**config.mk**
```make
export PLATFORM = sky130hd
export DESIGN_NAME = rvc_frame_deframer_core
export DESIGN_NICKNAME = d
export VERILOG_FILES = /design/src/design/rvcd_pkg.sv /design/src/design/rvcd_cell.sv /design/src/design/rvcd_chk.sv /design/src/design/rvc_frame_deframer_core.sv
export SDC_FILE = /design/constraint.sdc
export NUM_CORES = 1
export LEC_CHECK = 0
export ABC_CLOCK_PERIOD_IN_PS = 6000
export BUFFER_PORTS_ARGS = -buffer_cell sky130_fd_sc_hd__buf_4
export CAP_MARGIN = 5
export CORE_ASPECT_RATIO = 1.4
export CORE_UTILIZATION = 57
export CTS_CLUSTER_SIZE = 24
export DETAILED_ROUTE_END_ITERATION = 12
export PLACE_DENSITY = 0.77
export SLEW_MARGIN = 15
export SYNTH_ARGS = -nofsm -noshare
export SYNTH_HDL_FRONTEND = slang
export SYNTH_SLANG_ARGS = --single-unit
export TNS_END_PERCENT = 100
```
**constraint.sdc**
```tcl
create_clock -name clk -period 6 [get_ports clk]
set_input_delay 0.6 -clock clk [delete_from_list [all_inputs] [get_ports clk]]
set_output_delay 0.6 -clock clk [all_outputs]
set_load 0.02 [all_outputs]
```
**src/design/rvcd_pkg.sv**
```systemverilog
// Shared types and constants for the RVC frame deframer.
package rvcd_pkg;

  localparam int unsigned FRAME_LEN = 19;
  localparam int unsigned CNT_W     = $clog2(FRAME_LEN + 1);

  typedef logic [7:0]       byte_t;
  typedef logic [CNT_W-1:0] cnt_t;

  localparam byte_t SYNC_BYTE = 8'hAA;
  localparam cnt_t  CNT_FULL  = CNT_W'(FRAME_LEN);

endpackage

```
**src/design/rvcd_cell.sv**
```systemverilog
// One byte cell of the deframer window shift chain.
module rvcd_cell (
  input  logic          clk,
  input  logic          rst_n,
  input  logic          shift_en,
  input  rvcd_pkg::byte_t d_in,
  output rvcd_pkg::byte_t q
);

  rvcd_pkg::byte_t q_r;
  rvcd_pkg::byte_t q_nxt;

  always_comb begin
    q_nxt = shift_en ? d_in : q_r;
  end

  // Cleared at reset so the running checksum matches the chain contents.
  always_ff @(posedge clk) begin
    if (!rst_n) begin
      q_r <= '0;
    end else begin
      q_r <= q_nxt;
    end
  end

  assign q = q_r;

endmodule

```
**src/design/rvcd_chk.sv**
```systemverilog
// Fill count, running checksum and frame match for the deframer window.
module rvcd_chk (
  input  logic            clk,
  input  logic            rst_n,
  input  logic            shift_en,
  input  rvcd_pkg::byte_t data_byte,
  input  rvcd_pkg::byte_t tap_w1,
  input  rvcd_pkg::byte_t tap_w2,
  input  rvcd_pkg::byte_t tap_w18,
  output logic            hit
);

  rvcd_pkg::cnt_t  cnt_r;
  rvcd_pkg::cnt_t  cnt_nxt;
  rvcd_pkg::cnt_t  cnt_adv;
  rvcd_pkg::byte_t sum_r;
  rvcd_pkg::byte_t sum_nxt;
  logic            hdr_ok;

  // Sum of positions 2..17 after the shift: drop old position 2, add old position 18.
  always_comb begin
    sum_nxt = shift_en ? (sum_r - tap_w2 + tap_w18) : sum_r;
    cnt_adv = (cnt_r == rvcd_pkg::CNT_FULL) ? cnt_r : cnt_r + 1'b1;
    hdr_ok  = (tap_w1 == rvcd_pkg::SYNC_BYTE) && (tap_w2 == rvcd_pkg::SYNC_BYTE);
    hit     = shift_en && (cnt_adv == rvcd_pkg::CNT_FULL) && hdr_ok
              && (sum_nxt == data_byte);
    if (hit) begin
      cnt_nxt = '0;
    end else if (shift_en) begin
      cnt_nxt = cnt_adv;
    end else begin
      cnt_nxt = cnt_r;
    end
  end

  always_ff @(posedge clk) begin
    if (!rst_n) begin
      cnt_r <= '0;
      sum_r <= '0;
    end else begin
      cnt_r <= cnt_nxt;
      sum_r <= sum_nxt;
    end
  end

endmodule

```
**src/design/rvc_frame_deframer_core.sv**
```systemverilog
// Top level of the RVC frame deframer: byte chain, frame check and result register.
//
// Usage:
//   Input channel (in_valid / in_stall / in_data_byte) carries one received
//   serial byte per transfer, oldest first. The output channel (out_valid /
//   out_stall / out_*) carries one decoded frame per transfer: the index byte
//   and six little-endian signed 16-bit values (yaw, pitch, roll in 0.01 deg,
//   accelerations in 0.001 g).
//   Each accepted byte shifts into a 19-cell byte chain while a
//   running checksum and the header compare decide in that same cycle whether
//   the window now holds a valid frame. The result register loads at the end
//   of that cycle, so out_valid rises in the cycle after the completing byte transfer.
//   Throughput is one byte per cycle while in_stall is low.
//   Reset clears the fill count, the chain, the checksum and any pending
//   result. While a result is held and out_stall is high, in_stall is high
//   and no byte is taken; bytes flow again in the cycle the result is taken.
//   After a frame is found the window starts empty and needs 19 new bytes.
module rvc_frame_deframer_core (
  input  logic               clk,
  input  logic               rst_n,
  input  logic               in_valid,
  output logic               in_stall,
  input  logic [7:0]         in_data_byte,
  output logic               out_valid,
  input  logic               out_stall,
  output logic [7:0]         out_frame_index,
  output logic signed [15:0] out_yaw,
  output logic signed [15:0] out_pitch,
  output logic signed [15:0] out_roll,
  output logic signed [15:0] out_accel_x,
  output logic signed [15:0] out_accel_y,
  output logic signed [15:0] out_accel_z
);

  localparam int unsigned LAST = rvcd_pkg::FRAME_LEN - 1;

  rvcd_pkg::byte_t win [rvcd_pkg::FRAME_LEN];
  logic            in_xfer;
  logic            hit;

  logic               out_valid_r;
  logic               out_valid_nxt;
  logic [7:0]         idx_r;
  logic signed [15:0] yaw_r;
  logic signed [15:0] pitch_r;
  logic signed [15:0] roll_r;
  logic signed [15:0] ax_r;
  logic signed [15:0] ay_r;
  logic signed [15:0] az_r;

  // Hold input while a result waits and the receiver stalls.
  assign in_stall = out_valid_r && out_stall;
  assign in_xfer  = in_valid && !in_stall;

  // Byte chain: every accepted byte enters at the tail and moves all others one position toward the head.
  for (genvar k = 0; k < rvcd_pkg::FRAME_LEN; k++) begin : g_cell
    rvcd_pkg::byte_t d_in;
    if (k == LAST) begin : g_tail
      assign d_in = in_data_byte;
    end else begin : g_body
      assign d_in = win[k+1];
    end
    rvcd_cell u_cell (
      .clk      (clk),
      .rst_n    (rst_n),
      .shift_en (in_xfer),
      .d_in     (d_in),
      .q        (win[k])
    );
  end

  // Frame match uses pre-shift taps: new positions 0 and 1 are old 1 and 2.
  rvcd_chk u_chk (
    .clk       (clk),
    .rst_n     (rst_n),
    .shift_en  (in_xfer),
    .data_byte (in_data_byte),
    .tap_w1    (win[1]),
    .tap_w2    (win[2]),
    .tap_w18   (win[LAST]),
    .hit       (hit)
  );

  // Result valid: set on a match, drop once the receiver takes it.
  always_comb begin
    if (hit) begin
      out_valid_nxt = 1'b1;
    end else if (!out_stall) begin
      out_valid_nxt = 1'b0;
    end else begin
      out_valid_nxt = out_valid_r;
    end
  end

  always_ff @(posedge clk) begin
    if (!rst_n) begin
      out_valid_r <= 1'b0;
    end else begin
      out_valid_r <= out_valid_nxt;
    end
  end

  // Capture fields at post-shift positions from the pre-shift taps: new position p is old p+1.
  always_ff @(posedge clk) begin
    if (hit) begin
      idx_r   <= win[3];
      yaw_r   <= {win[5],  win[4]};
      pitch_r <= {win[7],  win[6]};
      roll_r  <= {win[9],  win[8]};
      ax_r    <= {win[11], win[10]};
      ay_r    <= {win[13], win[12]};
      az_r    <= {win[15], win[14]};
    end
  end

  assign out_valid       = out_valid_r;
  assign out_frame_index = idx_r;
  assign out_yaw         = yaw_r;
  assign out_pitch       = pitch_r;
  assign out_roll        = roll_r;
  assign out_accel_x     = ax_r;
  assign out_accel_y     = ay_r;
  assign out_accel_z     = az_r;

`ifndef NO_ASSERTIONS
  a_hit_needs_xfer: assert property (@(posedge clk) disable iff (!rst_n)
    hit |-> in_xfer)
    else $error("frame match without a byte transfer");

  a_stall_only_pending: assert property (@(posedge clk) disable iff (!rst_n)
    in_stall |-> out_valid_r)
    else $error("input stalled with no result pending");

  a_hit_loads: assert property (@(posedge clk) disable iff (!rst_n)
    hit |=> out_valid && (out_frame_index == $past(win[3])))
    else $error("matched frame not loaded into result register");
`endif

endmodule

```
Word level (Yosys, flattened, before mapping)
Cells that the tools add are included.
- bits in registers: 262
- bits of input ports: 12
- output and inout port bits: 106
- add/subtract/negate cells: 3
- eq/ne operators: 6
- mux-type cells: 4
- bitwise operators: 1
- reduce and logical (&&, ||, !) cells: 8
- operators by type and width (operator ; number):
    == test 8 bit, second input constant ; 2
    == test 5 bit, second input constant ; 2
    adder 8 bit ; 1
    == test 8 bit ; 1
    2-to-1 mux 8 bit ; 1
    subtractor 8 bit ; 1
    logical AND 1 bit ; 6
    adder 5 x 1 -> 5 bit, second input constant ; 1
    2-to-1 mux 5 bit ; 1
    2-to-1 mux 1 bit ; 2
    != test 2 x 1 -> 1 bit, second input constant ; 1
    OR reduction 2 bit ; 1
    zero test 1 bit ; 1
    NOT 1 bit ; 1

Depth between registers and ports, before layout
- depth after elaboration: 7
- mapped depth: 11
- mapped depth without buffers: 11

Modules after synthesis
A second synthesis with hierarchy kept.
- cell total of the unflattened synthesis: 724
- area total of the unflattened synthesis: 10044.6 um2
- modules (own cells, without submodules) (module ; times used ; cells an instance ; area an instance (um2) ; seq. area each (um2)):
    rvcd_cell ; 18 ; 25 ; 301.5 ; 160.2
    rvc_frame_deframer_core ; 1 ; 108 ; 3165.5 ; 3143.0
    rvcd_chk ; 1 ; 166 ; 1451.4 ; 260.2

Least setup slack after synthesis
Ideal clock, no wire load.
- path kind: reg2reg
- start: register g_cell[18].u_cell.q_r[1]
- end: register ax_r[0], in the netlist out_accel_x[0] (enable)
- library setup time: 0.472 ns
- arrival time: 4.967 ns
- data required time: 5.528 ns
- path slack: 0.560 ns
- cell stages (with the launch flop): 11
- path buffers: 0
- cells stage by stage: dfxtp_1 inv_1 fa_1 inv_1 fa_1 a211oi_1 o31ai_1 xor2_1 a21oi_1 xor2_1 o2111a_1
- word-level cells in the longest chain between the ends: 4
- RTL lines (element ; line ; source):
    from (decl) ; rvcd_cell.sv:10 ; rvcd_pkg::byte_t q_r;
    from (signal assigned) ; rvcd_cell.sv:22 ; q_r <= q_nxt;
    adder 8 bit ; rvcd_chk.sv:22 ; sum_nxt = shift_en ? (sum_r - tap_w2 + tap_w18) : sum_r;
    2-to-1 mux 8 bit ; rvcd_chk.sv:22 ;
    == test 8 bit ; rvcd_chk.sv:26 ; && (sum_nxt == data_byte);
    logical AND 1 bit ; rvcd_chk.sv:26 ;
    named net hit ; rvc_frame_deframer_core.sv:39 ; logic hit;
    to (signal assigned) ; rvc_frame_deframer_core.sv:110 ; ax_r <= {win[11], win[10]};
    to (decl) ; rvc_frame_deframer_core.sv:47 ; logic signed [15:0] ax_r;
The timed path passes the listed nets, and every way through them passes these cells.
A chain may end at the register's enable or synchronous reset.

Worst setup path after layout
- start: register g_cell[18].u_cell.q_r[1]
- end: register yaw_r[2], in the netlist out_yaw[2] (enable)
- word-level cells in the longest chain between the ends: 4
- RTL lines (element ; line ; source):
    adder 8 bit ; rvcd_chk.sv:22 ;
    2-to-1 mux 8 bit ; rvcd_chk.sv:22 ;
    == test 8 bit ; rvcd_chk.sv:26 ;
    logical AND 1 bit ; rvcd_chk.sv:26 ;
    named net hit ; rvc_frame_deframer_core.sv:39 ;
    to (signal assigned) ; rvc_frame_deframer_core.sv:107 ; yaw_r <= {win[5], win[4]};
    to (decl) ; rvc_frame_deframer_core.sv:44 ; logic signed [15:0] yaw_r;
The timed path passes the listed nets, and every way through them passes these cells.

==> run_summary.xml <==
<?xml version="1.0" encoding="UTF-8"?>
<metrics>
  <group name="status">
    <metric name="status" unit="">completed</metric>
  </group>
  <group name="worst_setup_path">
    <metric name="worst_setup_path_class" unit="">reg -&gt; reg</metric>
    <metric name="critical_path.reg2reg.endpoint" unit="">out_yaw[2]$_DFFE_PP_</metric>
    <metric name="critical_path_peak_fanout" unit="">58</metric>
    <metric name="path_cells" unit="">inv_1, fa_1, inv_1, fa_1, a211oi_1, o31ai_1, xor2_1, a21oi_1, xor2_1, o2111a_4, buf_12</metric>
    <metric name="worst_r2r_startpoint" unit="">g_cell[18].u_cell.q[1]$_SDFFE_PN0P_</metric>
    <metric name="timing.critical_path.slowest_cell_delay" unit="ns">0.87</metric>
    <metric name="reg2reg_depth" unit="">11</metric>
    <metric name="crit_path_start_kind" unit="">flip-flop</metric>
    <metric name="cp.arrival" unit="ns">4.56</metric>
    <metric name="r2r_setup_slack" unit="ns">1.63</metric>
    <metric name="cp_data_required_time" unit="ns">6.19</metric>
    <metric name="crit_slowest_cell" unit="">sky130_fd_sc_hd__o2111a_4</metric>
    <metric name="critical_path.endpoint_type" unit="">flip-flop</metric>
  </group>
  <group name="clock_network">
    <metric name="insertion_delay" unit="ns">0.50</metric>
    <metric name="cts-buffers-inserted" unit="">23</metric>
    <metric name="cts.reportedPaths.clkPinSlew" unit="ns">0.07</metric>
    <metric name="cts.sink_count" unit="">262</metric>
    <metric name="hold_buffers" unit="">0</metric>
    <metric name="cts_max_level" unit="">1</metric>
    <metric name="clock-root-buffer" unit="">sky130_fd_sc_hd__clkbuf_16</metric>
    <metric name="tritoncts_clock_tree" unit="">done</metric>
    <metric name="postCtsResizedCells" unit="">0</metric>
    <metric name="post-cts-setup-buffers" unit="">0</metric>
    <metric name="max-clock-path-buffers" unit="">3</metric>
  </group>
  <group name="pwr">
    <metric name="power_frac_comb" unit="%">8.6</metric>
    <metric name="clkPwrFrac" unit="%">41.5</metric>
    <metric name="total_switching_power" unit="W">0.0008558</metric>
    <metric name="power.sequential.fraction" unit="%">49.9</metric>
    <metric name="power_leakage" unit="nW">4.186</metric>
    <metric name="vdd.ir_drop.worst" unit="mV">0.1999</metric>
    <metric name="total_power" unit="W">0.003744</metric>
    <metric name="power.switching_fraction" unit="%">22.86</metric>
    <metric name="intPower" unit="W">0.002888</metric>
    <metric name="pwr_per_cell_area" unit="nW/um^2">323.0</metric>
  </group>
  <group name="grt">
    <metric name="grt_start_max_net_pins" unit="">107</metric>
    <metric name="grt_pass1_vias" unit="">5906</metric>
    <metric name="grt_usage" unit="%">20.71</metric>
    <metric name="grt_pass1_wl" unit="mm">29.41</metric>
    <metric name="antenna_found_initial" unit="">0</metric>
    <metric name="use_met1" unit="%">27.02</metric>
    <metric name="globalRouteMet2Util" unit="%">36.42</metric>
    <metric name="grt_util_met3" unit="%">2.479</metric>
    <metric name="grt.overflow.total" unit="">0</metric>
    <metric name="busiest_layer" unit="">met2</metric>
  </group>
  <group name="synthesis">
    <metric name="syn_nets" unit="">921</metric>
    <metric name="mapped_avg_cell_area" unit="sq um">10.93</metric>
    <metric name="postSynth.topFlopCell" unit="">sky130_fd_sc_hd__dfxtp_1</metric>
    <metric name="post_synth_inst_count" unit="">893</metric>
    <metric name="synth.yosys.warnings" unit="">0</metric>
    <metric name="synth-edff-count" unit="">104</metric>
    <metric name="syn_area" unit="sq um">9762</metric>
    <metric name="yosys.cell_types.count" unit="">47</metric>
    <metric name="synth_seq_area_share" unit="%">64.39</metric>
    <metric name="ys_seq_elements" unit="">262</metric>
    <metric name="async_sr_flop_fraction" unit="%">0</metric>
  </group>
  <group name="flow_run">
    <metric name="max-cap-violations" unit="">0</metric>
  </group>
  <group name="final_layout">
    <metric name="finalNetCount" unit="">1018</metric>
    <metric name="post_route_cells_drive_above_1_share" unit="%">17.20</metric>
    <metric name="leading_cell_type_in_the_layout_fill_and_taps_excluded" unit="">sky130_fd_sc_hd__nand2_1</metric>
    <metric name="multi_input_comb_area" unit="sq um">3207</metric>
    <metric name="register_area" unit="sq um">6286</metric>
    <metric name="fillerInstances" unit="">1282</metric>
    <metric name="num_antenna_cells" unit="">0</metric>
    <metric name="layout.cells.most_common_list" unit="">298 x sky130_fd_sc_hd__nand2_1, 158 x sky130_fd_sc_hd__dfxtp_1, 146 x sky130_fd_sc_hd__a21boi_0</metric>
    <metric name="area.growth.synth_to_final" unit="%">18.75</metric>
  </group>
  <group name="route">
    <metric name="num_vias" unit="">6345</metric>
    <metric name="first_iter_violations" unit="">431</metric>
    <metric name="ant_nets_after_route" unit="">0</metric>
    <metric name="detailedRoute.firstPassIterationCount" unit="">5</metric>
    <metric name="postRouteWirelength" unit="mm">18.37</metric>
    <metric name="remaining_drc_errors" unit="">0</metric>
    <metric name="vias_per_cell" unit="">5.248</metric>
    <metric name="wl_per_cell" unit="microns">15.19</metric>
  </group>
  <group name="sta">
    <metric name="tightestPinTransition" unit="ns">0.9955</metric>
    <metric name="fin_skew" unit="ns">0.009981</metric>
    <metric name="max_clock_freq" unit="MHz">228.8</metric>
    <metric name="slew_headroom" unit="%">33.64</metric>
    <metric name="report.final.hold_viol_count" unit="">0</metric>
    <metric name="setup-tns-final" unit="ns">0</metric>
    <metric name="period_minus_slack" unit="ns">4.370</metric>
    <metric name="drv_slew" unit="">0</metric>
    <metric name="count_of_final_setup_violators" unit="">0</metric>
    <metric name="setup_repair_after_global_routing_missed_its_margin" unit="">false</metric>
    <metric name="finalCritPeriodShare" unit="%">72.84</metric>
  </group>
  <group name="place">
    <metric name="port_buffers" unit="">117</metric>
    <metric name="detailed_placement_wirelength_estimate" unit="mm">11.64</metric>
    <metric name="last_weighted_congestion_value_of_the_routability_driven_placer" unit="">0.8684</metric>
  </group>
  <group name="floorplanning">
    <metric name="initial_utilization" unit="%">58.29</metric>
    <metric name="floorplan.rows" unit="">56</metric>
    <metric name="total_die_area" unit="sq um">17660</metric>
    <metric name="io_pins" unit="">118</metric>
    <metric name="die_width" unit="microns">112.6</metric>
    <metric name="chipHeight" unit="microns">156.8</metric>
    <metric name="core_area" unit="sq um">16750</metric>
  </group>
  <group name="min_path">
    <metric name="hold_path_end" unit="">g_cell[18].u_cell.q[5]$_SDFFE_PN0P_</metric>
    <metric name="hp-start" unit="">in_data_byte[5]</metric>
    <metric name="min_path_type" unit="">in -&gt; reg</metric>
    <metric name="min_delay_path_depth" unit="">3</metric>
  </group>
</metrics>
## logic make-up after synthesis
group,synth area share (%)
AOI/OAI and AO/OA,13.77
xor gates and xnor gates,1.166
adders and majority gates,2.589
buffers and inverters,3.025
DFF,64.39
muxes,0.6281
and+or+nand+nor,14.43
## power groups by stage
stage	Sequential [W]	Combinational, W	Clock [W]
finish	0.00187	0.000323	0.00155
global route	0.00187	0.000367	0.00165
CTS	0.00187	0.000324	0.00158
detailed placement	0.00191	0.000322	0
global placement	0.00191	0.000318	0
floorplan	0.00190	0.000255	0
## metal layers
metal  vias to the layer above  routed length [microns]  part of all wire (%)
li1                       3192                        -                     -
met1                      2991                     7828                    43
met2                       139                     9552                    52
met3                        23                      706                   3.8
met4                         0                      280                   1.5
met5                         -                        0                     0
## cell usage after synthesis, types with 7 or more instances
master	instances	area share [%]
sky130_fd_sc_hd__xnor2_1	8	0.72
sky130_fd_sc_hd__a21oi_1	10	0.51
sky130_fd_sc_hd__edfxtp_1	104	32
sky130_fd_sc_hd__fa_1	7	1.4
sky130_fd_sc_hd__nand2_1	298	11
sky130_fd_sc_hd__clkbuf_1	46	1.8
sky130_fd_sc_hd__inv_1	27	1.0
sky130_fd_sc_hd__ha_1	9	1.2
sky130_fd_sc_hd__nor2b_1	7	0.45
sky130_fd_sc_hd__dfxtp_1	158	32
sky130_fd_sc_hd__a21boi_0	147	11
## registers in the layout, indices dropped and copies added, names as in the netlist
register / flops
out_accel_z: 16
out_pitch: 16
out_frame_index: 8
g_cell.u_cell.q: 144
out_accel_x: 16
out_yaw: 16
out_valid: 1
out_accel_y: 16
out_roll: 16
u_chk.cnt_r: 5
u_chk.sum_r: 8
## critical path: cells and delay by family, from the launching register on
family	cells	cell delay [ns]
compound gates	4	1.67
fa+ha+maj	2	0.96
xor+xnor	2	0.56
buf+inv	3	0.47
flops	1	0.36
## worst max-delay path by stage
stage | start | to | slack, ns | depth (start not counted)
2_1_floorplan | g_cell[18].u_cell.q[1]$_SDFFE_PN0P_ | out_accel_x[0]$_DFFE_PP_ | 0.56 | 10
3_3_place_gp | g_cell[18].u_cell.q[1]$_SDFFE_PN0P_ | out_accel_x[4]$_DFFE_PP_ | 1.79 | 11
3_5_place_dp | g_cell[18].u_cell.q[1]$_SDFFE_PN0P_ | out_accel_x[4]$_DFFE_PP_ | 1.67 | 11
4_1_cts | g_cell[18].u_cell.q[1]$_SDFFE_PN0P_ | out_yaw[2]$_DFFE_PP_ | 1.63 | 11
5_1_grt | g_cell[18].u_cell.q[1]$_SDFFE_PN0P_ | out_yaw[2]$_DFFE_PP_ | 1.29 | 11
6_report | g_cell[18].u_cell.q[1]$_SDFFE_PN0P_ | out_yaw[2]$_DFFE_PP_ | 1.63 | 11
## metrics by stage
step	worst slack, ns	area [sq um]	hold slack [ns]	cells	utilization [%]
floorplan	0.5604	9762	0.4299	893	-
global placement	1.788	10780	0.4365	1168	64.40
detailed placement	1.669	10780	0.4412	1168	64.40
CTS	1.633	11590	0.3616	1209	69.22
global route	1.287	11590	0.3651	1209	69.22
finish	1.630	11590	0.3753	1209	69.22
## area by class of cell
class	count	area share (%)
clock buffer	25	5.202
clock inverter	16	1.770
inverter	27	0.8743
multi-input combinational	553	27.66
sequential	262	54.23
tap	203	2.191
timing repair buffer	123	8.073
No activity file was read; power rests on OpenSTA's default activity.
